--- config.mk ---
export PLATFORM = sky130hd
export DESIGN_NAME = header_length_checksum_deframer
export DESIGN_NICKNAME = d
export VERILOG_FILES = /design/src/rtl/core/hlcd_pkg.sv /design/src/rtl/core/hlcd_in_stage.sv /design/src/rtl/core/hlcd_parser.sv /design/src/rtl/core/hlcd_out_reg.sv /design/src/rtl/core/header_length_checksum_deframer.sv
export SDC_FILE = /design/constraint.sdc
export NUM_CORES = 1
export LEC_CHECK = 0
export ABC_CLOCK_PERIOD_IN_PS = 1980
export BUFFER_PORTS_ARGS = -buffer_cell sky130_fd_sc_hd__buf_2
export CAP_MARGIN = 30
export CORE_UTILIZATION = 45
export CTS_CLUSTER_SIZE = 30
export DETAILED_ROUTE_END_ITERATION = 6
export HOLD_SLACK_MARGIN = 0.12
export PLACE_DENSITY = 0.67
export SETUP_SLACK_MARGIN = 0.4
export SLEW_MARGIN = 10
export SYNTH_ARGS = -nofsm -noshare
export SYNTH_HDL_FRONTEND = slang
export SYNTH_HIERARCHICAL = 1
export SYNTH_SLANG_ARGS = --single-unit
--- constraint.sdc ---
create_clock -name clk_i -period 1.98 [get_ports clk_i]
set_clock_uncertainty 0.1 [all_clocks]
set_input_delay 0.198 -clock clk_i [delete_from_list [all_inputs] [get_ports clk_i]]
set_output_delay 0.198 -clock clk_i [all_outputs]
set_load 0.005 [all_outputs]
--- src/rtl/core/hlcd_pkg.sv ---
// ----------------------------------------------------------------------------
// hlcd_pkg
// Shared types and constants for the header/length/checksum deframer.
// ----------------------------------------------------------------------------
package hlcd_pkg;

  // Value of both header bytes.
  localparam logic [7:0] HDR_BYTE = 8'hFF;

  // Frame end status codes.
  localparam logic [1:0] ST_GOOD     = 2'd0;
  localparam logic [1:0] ST_CSUM_ERR = 2'd1;
  localparam logic [1:0] ST_HDR_ERR  = 2'd2;

  // One result item.
  typedef struct packed {
    logic [7:0] out_byte;
    logic       frame_end;
    logic [1:0] frame_status;
  } result_t;

endpackage

--- src/rtl/core/hlcd_in_stage.sv ---
// ----------------------------------------------------------------------------
// hlcd_in_stage
// Input register: captures one byte per transfer and holds it until the
// parser has consumed it.
// ----------------------------------------------------------------------------
module hlcd_in_stage (
  input  logic       clk_i,
  input  logic       rst_ni,
  input  logic       in_valid_i,
  output logic       in_stall_o,
  input  logic [7:0] in_byte_i,
  input  logic       advance_i,
  output logic       valid_o,
  output logic [7:0] byte_o
);

  logic       valid_q, valid_d;
  logic [7:0] byte_q;
  logic       accept;

  // The register can take a new byte when it is empty or being emptied.
  assign in_stall_o = valid_q && !advance_i;
  assign accept     = in_valid_i && !in_stall_o;

  always_comb begin
    valid_d = valid_q;
    if (accept) begin
      valid_d = 1'b1;
    end else if (advance_i) begin
      valid_d = 1'b0;
    end
  end

  always_ff @(posedge clk_i or negedge rst_ni) begin
    if (!rst_ni) begin
      valid_q <= 1'b0;
    end else begin
      valid_q <= valid_d;
    end
  end

  // Payload register, no reset needed.
  always_ff @(posedge clk_i) begin
    if (accept) begin
      byte_q <= in_byte_i;
    end
  end

  assign valid_o = valid_q;
  assign byte_o  = byte_q;

endmodule

--- src/rtl/core/hlcd_parser.sv ---
// ----------------------------------------------------------------------------
// hlcd_parser
// Frame state machine: header hunt, length, payload with running sum and
// checksum compare. One byte is consumed per step.
// ----------------------------------------------------------------------------
module hlcd_parser
  import hlcd_pkg::*;
(
  input  logic       clk_i,
  input  logic       rst_ni,
  input  logic       step_i,
  input  logic [7:0] byte_i,
  output logic       res_valid_o,
  output result_t    res_o
);

  typedef enum logic [2:0] {
    PH_HUNT  = 3'd0,
    PH_HDR2  = 3'd1,
    PH_LEN   = 3'd2,
    PH_DATA  = 3'd3,
    PH_CHECK = 3'd4
  } phase_e;

  phase_e     phase_q, phase_d;
  logic [7:0] count_q, count_d;
  logic [7:0] sum_q, sum_d;
  logic [7:0] count_dec;

  assign count_dec = count_q - 8'd1;

  // Next state and result for the byte at hand.
  always_comb begin
    phase_d     = phase_q;
    count_d     = count_q;
    sum_d       = sum_q;
    res_valid_o = 1'b0;
    res_o       = '{out_byte: 8'd0, frame_end: 1'b0, frame_status: ST_GOOD};
    unique case (phase_q)
      PH_HDR2: begin
        if (byte_i == HDR_BYTE) begin
          phase_d = PH_LEN;
        end else begin
          phase_d                = PH_HUNT;
          res_valid_o            = 1'b1;
          res_o.frame_end        = 1'b1;
          res_o.frame_status     = ST_HDR_ERR;
        end
      end
      PH_LEN: begin
        count_d = byte_i;
        sum_d   = 8'd0;
        phase_d = (byte_i == 8'd0) ? PH_CHECK : PH_DATA;
      end
      PH_DATA: begin
        sum_d          = sum_q + byte_i;
        count_d        = count_dec;
        if (count_dec == 8'd0) begin
          phase_d = PH_CHECK;
        end
        res_valid_o    = 1'b1;
        res_o.out_byte = byte_i;
      end
      PH_CHECK: begin
        phase_d            = PH_HUNT;
        count_d            = 8'd0;
        sum_d              = 8'd0;
        res_valid_o        = 1'b1;
        res_o.out_byte     = byte_i;
        res_o.frame_end    = 1'b1;
        res_o.frame_status = (byte_i == ~sum_q) ? ST_GOOD : ST_CSUM_ERR;
      end
      default: begin
        // Hunting; unused codes behave the same.
        phase_d = (byte_i == HDR_BYTE) ? PH_HDR2 : PH_HUNT;
      end
    endcase
  end

  // State registers advance only when a byte is consumed.
  always_ff @(posedge clk_i or negedge rst_ni) begin
    if (!rst_ni) begin
      phase_q <= PH_HUNT;
      count_q <= 8'd0;
      sum_q   <= 8'd0;
    end else if (step_i) begin
      phase_q <= phase_d;
      count_q <= count_d;
      sum_q   <= sum_d;
    end
  end

`ifndef SYNTHESIS
  // In the payload phase at least one byte is always still to come.
  a_data_count : assert property (@(posedge clk_i) disable iff (!rst_ni)
    phase_q == PH_DATA |-> count_q != 8'd0)
    else $error("payload phase with zero remaining count");

  // Payload results always carry a good status.
  a_payload_status : assert property (@(posedge clk_i) disable iff (!rst_ni)
    step_i && res_valid_o && !res_o.frame_end |-> res_o.frame_status == ST_GOOD)
    else $error("payload result with non-zero status");

  // A checksum byte returns the parser to hunting with a cleared sum.
  a_check_return : assert property (@(posedge clk_i) disable iff (!rst_ni)
    step_i && phase_q == PH_CHECK |=> phase_q == PH_HUNT && sum_q == 8'd0)
    else $error("parser did not return to hunting after checksum");
`endif

endmodule

--- src/rtl/core/hlcd_out_reg.sv ---
// ----------------------------------------------------------------------------
// hlcd_out_reg
// Result register: holds one result until the receiver takes the transfer.
// ----------------------------------------------------------------------------
module hlcd_out_reg
  import hlcd_pkg::*;
(
  input  logic       clk_i,
  input  logic       rst_ni,
  input  logic       load_i,
  input  result_t    res_i,
  output logic       free_o,
  output logic       out_valid_o,
  input  logic       out_stall_i,
  output logic [7:0] out_byte_o,
  output logic       frame_end_o,
  output logic [1:0] frame_status_o
);

  logic    valid_q, valid_d;
  result_t res_q;

  // Free when empty or when the held result leaves this cycle.
  assign free_o = !valid_q || !out_stall_i;

  always_comb begin
    valid_d = valid_q;
    if (load_i) begin
      valid_d = 1'b1;
    end else if (free_o) begin
      valid_d = 1'b0;
    end
  end

  always_ff @(posedge clk_i or negedge rst_ni) begin
    if (!rst_ni) begin
      valid_q <= 1'b0;
    end else begin
      valid_q <= valid_d;
    end
  end

  always_ff @(posedge clk_i) begin
    if (load_i) begin
      res_q <= res_i;
    end
  end

  assign out_valid_o    = valid_q;
  assign out_byte_o     = res_q.out_byte;
  assign frame_end_o    = res_q.frame_end;
  assign frame_status_o = res_q.frame_status;

endmodule

--- src/rtl/core/header_length_checksum_deframer.sv ---
// ----------------------------------------------------------------------------
// header_length_checksum_deframer
// Byte stream deframer for header/length/payload/checksum frames.
// ----------------------------------------------------------------------------
// Input channel: one received byte per transfer (in_valid_i, in_stall_o,
// in_byte_i). A frame is two 0xFF header bytes, a length byte, that many
// payload bytes and a checksum byte equal to the inverse of the 8-bit sum
// of the payload. Bytes outside a frame are dropped without a result.
// Output channel: one result per payload byte (frame_end_o low), and one
// end result per frame (frame_end_o high) carrying the checksum byte and
// a status of good or checksum mismatch. A bad second header byte gives
// an end result with a header error status and a zero byte.
// A byte is held in the input register and its result in the result register.
// Throughput: one byte per cycle while the receiver does not stall; the
// input register, the combinational parser step and the result register
// form a two-stage pipeline. A receiver stall while a result is held holds
// both registers and, with a byte held, raises in_stall_o in the same cycle.
// Reset clears both pipeline stages and puts the parser into header hunt.
// ----------------------------------------------------------------------------
module header_length_checksum_deframer
  import hlcd_pkg::*;
(
  input  logic       clk_i,
  input  logic       rst_ni,
  input  logic       in_valid_i,
  output logic       in_stall_o,
  input  logic [7:0] in_byte_i,
  output logic       out_valid_o,
  input  logic       out_stall_i,
  output logic [7:0] out_byte_o,
  output logic       frame_end_o,
  output logic [1:0] frame_status_o
);

  logic       s1_valid;
  logic [7:0] s1_byte;
  logic       out_free;
  logic       step;
  logic       res_valid;
  result_t    res;

  // A held byte is consumed whenever the result register can take its result.
  assign step = s1_valid && out_free;

  hlcd_in_stage u_in_stage (
    .clk_i      (clk_i),
    .rst_ni     (rst_ni),
    .in_valid_i (in_valid_i),
    .in_stall_o (in_stall_o),
    .in_byte_i  (in_byte_i),
    .advance_i  (step),
    .valid_o    (s1_valid),
    .byte_o     (s1_byte)
  );

  hlcd_parser u_parser (
    .clk_i       (clk_i),
    .rst_ni      (rst_ni),
    .step_i      (step),
    .byte_i      (s1_byte),
    .res_valid_o (res_valid),
    .res_o       (res)
  );

  hlcd_out_reg u_out_reg (
    .clk_i          (clk_i),
    .rst_ni         (rst_ni),
    .load_i         (step && res_valid),
    .res_i          (res),
    .free_o         (out_free),
    .out_valid_o    (out_valid_o),
    .out_stall_i    (out_stall_i),
    .out_byte_o     (out_byte_o),
    .frame_end_o    (frame_end_o),
    .frame_status_o (frame_status_o)
  );

endmodule
==> impl_metrics.toml, run 1 <==
[outcome]
status = "finished with violations"
violations = "setup timing"

[finish]
fillers = 282
antenna_cells = 0
fin_util_pct = 73.3
layout_common_cells = "buf_4 (42), buf_2 (23), dfrtp_1 (20), edfxtp_1 (19), nor2_1 (19)"
drive_above_1_share_pct = 45.3
area_growth_pct = 51.8
final_common_cell = "buf_4"
nets = 328

[drt]
dr.pass1.iters = 5
viasPerCell = 5.91
finalWirelength_um = 6690
postRouteAntennaNets = 0
route.detailed.drc = 0
via_count = 2121
routedWlPerCell_um = 18.6
first_iter_violations = 277

[timing]
fmax_ghz = 0.494
slew_headroom_pct = 64.1
setup_viol = 2
finalCritPeriodShare_pct = 102
layout_setup_ws_ns = -0.0461
final_hold_viol_count = 0
worst_slew_pin_slew_ns = 0.538
rsz0062_at_grt = "true"
finalCriticalPeriod_ns = 2.03
drv_slew = 0

[synth]
synth_area_um2 = 2170
synth.avg_cell_area_um2 = 10.3
synthCells = 211
synth_warnings = 6
synth_cell_types = 48
synth.yosys.seq_area_share_pct = 50.4
ys_ff_latch = 40
synth-edff-count = 19
syn_nets = 233
async_reset_ff_share_pct = 52.5
synthFlopType = "dfrtp_1"

[clocking]
cts_inserted_buffers = 5
path_clk_slew_ns = 0.08
cts_tree = "done"
insertion_delay_ns = 0.31
ctsLongestPathBuffers = 2
root_buffer = "clkbuf_8"
cts_max_level = 2
clkSinkCount = 40

[placement]
place_ws_ns = -0.0701
routabilityCongestion = 0.906
dp_hpwl_um = 3450
place.port_buffers = 24

[global_route]
grt_pass1_vias = 1917
grt_antenna_before_repair = 0
grt-ovfl-total = 0
track_usage_pct = 25.2
grt_max_degree = 23
grt_pass1_wl_um = 9500

[die]
die_area_um2 = 5110
num_io_pins = 25
fp.dieH_um = 71.5
coreArea_um2 = 4500
start_util_pct = 48.3
dieWidth_um = 71.5
rows = 24

[setup_path]
cp.required_ns = 2.05
crit_fanout = 3
rrSetupSlack_ns = -0.05
worstSetupPathType = "reg2reg"
end_kind = "flop"
start_kind = "flop"
arrival_ns = 2.09

[pwr]
worst_ir_drop_vdd_mv = 0.539
power-per-cell-area_nw_per_um2 = 608
power_mw = 2.01
p_leak_nw = 1.45

[min_path]
min_path_type = "in2async"

[flow_run]
max-cap-violations = 0
==> cell usage after synthesis (2+ instances only) <==
cell       count  area share [%]
nor2_1        23             4.0
dfrtp_1       21              24
o21ai_0       20             4.6
edfxtp_1      19              26
nand2_1       16             2.8
nor2b_1       10             2.9
a21oi_1        9             2.1
ha_1           9             5.2
inv_1          8             1.4
nor3_1         7             1.6
nand4_1        5             1.4
xnor2_1        5             2.0
clkbuf_1       4            0.69
a211oi_1       3             1.0
a22oi_1        3             1.0
and2_1         3            0.86
buf_2          3            0.69
nand3_1        3            0.69
nor3b_1        3             1.0
a31oi_1        2            0.58
a32o_1         2            0.92
mux2i_1        2            0.92
nand2b_1       2            0.58
o2111ai_1      2            0.81
o211ai_1       2            0.69
or4_1          2            0.69
xor2_1         2            0.81
==> critical path: stages (launching register included) <==
cell,delay [ns]
dfrtp_1,0.39
inv_2,0.08
ha_4,0.13
or4b_4,0.49
xnor2_2,0.15
o31a_2,0.33
o21ai_2,0.12
nand4_1,0.10
==> flip-flops by register name, summed over array words and instances, names as in the netlist <==
signal,flops
u_in_stage/byte_o,8
u_in_stage/valid_o,1
u_out_reg/frame_end_o,1
u_out_reg/frame_status_o,2
u_out_reg/out_byte_o,8
u_out_reg/out_valid_o,1
u_parser/count_q,8
u_parser/phase_q,3
u_parser/sum_q,8
==> cells by family (layout without fill, tap and decap cells) <==
logic type | after synthesis | count (layout) | share of synthesized area, %
AOI/OAI and AO/OA | 51 | 51 | 14.8
xor gates and xnor gates | 8 | 8 | 3.57
adders and majority gates | 10 | 10 | 6.10
buffers and inverters | 16 | 111 | 3.11
DFF | 40 | 40 | 50.4
muxes | 2 | 2 | 0.921
and+or+nand+nor | 84 | 85 | 21.1
==> power by group <==
| group | internal [mW] | switching (mW) |
|---|---|---|
| Clock | 0.374 | 0.309 |
| Combinational | 0.202 | 0.170 |
| Sequential | 0.907 | 0.0444 |
==> timing repair <==
action                                 4_1_cts  5_1_grt
gates resized for setup                     40       29
setup endpoints to repair                   29       36
hold buffers                                11        0
pin swaps                                   26       27
setup buffers                               26       16
cloned                                       1        0
endpoints found under the hold margin       31        0
==> area by class of cell <==
cell class / count / area [µm²] / area share, %
inverters: 8 / 30.0 / 0.909
well taps: 52 / 65.1 / 1.97
flip-flops and latches: 40 / 1100 / 33.2
clock inverters: 2 / 35.0 / 1.06
clock buffers: 6 / 72.6 / 2.20
repair buffers: 95 / 758 / 23.0
multi-input cells: 156 / 1240 / 37.7
==> stage by stage <==
stage	instances	TNS, ns	hold slack [ns]	area [µm²]
after floorplan	211	-0.0605	-0.198	2260
after global placement	297	-0.00220	0.110	2520
after detailed placement	297	-0.167	0.109	2520
after CTS	343	-0.0622	0.304	3080
after global routing	359	-0.273	0.337	3300
final	359	-0.0753	0.315	3300
==> path summary, 6_finish.rpt <==
check,startpoint,to,cells after the start
worst max-delay path,u_parser/count_q[1],u_parser/phase_q[0],7
worst min-delay path,rst_ni,u_parser/sum_q[6],2
worst max register to register,u_parser/count_q[1],u_parser/phase_q[0],7
min in group clk_i,out_stall_i,u_out_reg/frame_end_o,3
worst min register to register,u_parser/sum_q[7],u_parser/sum_q[7],2
max in group asynchronous,rst_ni,u_parser/phase_q[2],2
==> routing by layer <==
metal	wire length [µm]	track usage, %	vias to the layer above
met5	0	0	-
met4	184	12.0	0
met3	397	4.92	17
met2	3370	41.8	105
met1	2740	31.9	1034
li1	-	-	965
Power figures use the tool's default switching activity.
==> run 2: changes to the inputs <==
CTS_BUF_LIST = sky130_fd_sc_hd__clkbuf_2 sky130_fd_sc_hd__clkbuf_4 sky130_fd_sc_hd__clkbuf_8   (was not set)
==> run 2 against run 1 <==
Compared with the run above: wire length shrank 2.3%; first-iteration DRC count shrank 27%; critical endpoint unchanged; sequential power is essentially flat; maximum frequency is essentially flat; hold slack lost 0.015 ns; the flow finishes with violations (DRC, setup timing).
==> impl_metrics.toml, run 2 (synthesized netlist as in run 1, its figures left out) <==
[setup_path]
r2r-end = "u_parser/phase_q[0]"
crit_path_max_incr_delay_ns = 0.49
cp_cell_sequence = "inv_2 -> ha_4 -> or4b_4 -> xnor2_2 -> o31a_2 -> o21ai_2 -> nand4_1"
crit_fanout = 3
worstSetupPathType = "reg2reg"
rrSetupSlack_ns = -0.05
r2r_cells = 7
r2r-start = "u_parser/count_q[1]"
start_kind = "flop"
endpoint = "u_parser/phase_q[0]"
crit_slowest_cell = "or4b_4"
arrival_ns = 2.10
end_kind = "flop"
critPathLaunch = "u_parser/count_q[1]"
cp.required_ns = 2.05

[placement]
place_ws_ns = -0.0701
place.port_buffers = 24
dp_cells = 297
post_dp_cell_area_um2 = 2520
dp_hpwl_um = 3450
routabilityCongestion = 0.906

[finish]
finalInstanceArea_um2 = 3300
drive_above_1_share_pct = 45.4
fin_util_pct = 73.2
antenna_cells = 0
layout_common_cells = "buf_4 (41), buf_2 (23), dfrtp_1 (20), edfxtp_1 (19), nor2_1 (19)"
stdcell_count = 358
area_growth_pct = 51.7
final_common_cell = "buf_4"
nets = 327

[global_route]
grt_pass1_vias = 1921
grt_antenna_before_repair = 0
grt_pass1_wl_um = 9410
grt_max_degree = 23
grt-ovfl-total = 0
track_usage_pct = 25.0

[drt]
postRouteAntennaNets = 0
via_count = 2140
finalWirelength_um = 6540
route.detailed.drc = 1
routedWlPerCell_um = 18.3
first_iter_violations = 202
dr.pass1.iters = 7
viasPerCell = 5.98

[die]
fp.dieH_um = 71.5
rows = 24
num_io_pins = 25
coreArea_um2 = 4500
start_util_pct = 48.3
die_area_um2 = 5110
dieWidth_um = 71.5

[clocking]
cts_inserted_buffers = 5
insertion_delay_ns = 0.31
cts_max_level = 2
root_buffer = "clkbuf_8"
cts_tree = "done"
clkSinkCount = 40
ctsLongestPathBuffers = 2
path_clk_slew_ns = 0.08

[timing]
finalCriticalPeriod_ns = 2.03
worst_slew_pin_slew_ns = 0.539
layout_setup_ws_ns = -0.0451
finalCritPeriodShare_pct = 102
hold_slack_ns = 0.301
setup_viol = 2
tns_ns = -0.0757
final_hold_viol_count = 0
rsz0062_at_grt = "true"
fmax_ghz = 0.494
drv_slew = 0
slew_headroom_pct = 64.1

[pwr]
worst_ir_drop_vdd_mv = 0.537
p_leak_nw = 1.45
power-per-cell-area_nw_per_um2 = 611
power_mw = 2.01

[outcome]
status = "finished with violations"
violations = "DRC, setup timing"

[min_path]
min_path_type = "in2async"

[flow_run]
max-cap-violations = 0
[run 2: worst max-delay path: cells and delay by family (launching register included)]
family | cells | cell delay (ns)
adder cells (fa/ha/maj) | 1 | 0.13
buffers and inverters | 1 | 0.08
AND/OR/NAND/NOR | 2 | 0.59
flip-flops | 1 | 0.39
XOR/XNOR | 1 | 0.15
AO/OA/AOI/OAI | 2 | 0.45
[run 2: area by class of cell]
class	count	area, µm²
Clock inverter	2	35.0
Fill cell	287	1210
Clock buffer	6	76.3
Sequential cell	40	1100
Tap cell	52	65.1
Inverter	8	30.0
Multi-Input combinational cell	156	1240
Timing Repair Buffer	94	751
[run 2: power by group]
group / leakage (nW) / switching (mW) / internal (mW)
sequential: 0.466 / 0.0434 / 0.907
clock: 0.0586 / 0.307 / 0.388
combinational: 0.920 / 0.168 / 0.201
[run 2: metal layers]
layer,global-route usage (%),wire length [µm],vias up
met5,0,0,-
met4,12.6,356,0
met3,4.92,343,42
met2,41.5,3180,108
met1,31.3,2650,1030
li1,-,-,960
[run 2: worst min-delay path by stage]
stage,startpoint,endpoint,depth (start not counted)
after floorplan,rst_ni,u_in_stage/valid_o,0
after global placement,rst_ni,u_parser/sum_q[2],1
after detailed placement,rst_ni,u_parser/sum_q[2],1
after CTS,out_stall_i,u_out_reg/frame_end_o,3
after global routing,rst_ni,u_parser/count_q[2],2
final,rst_ni,u_parser/sum_q[6],2
[run 2: repair_timing]
action                                 4_1_cts  5_1_grt
gates resized for setup                     40       29
hold buffers                                11        0
setup buffers                               26       15
endpoints found under the hold margin       31        0
setup endpoints to repair                   29       36
cloned                                       1        0
pin swaps                                   26       27
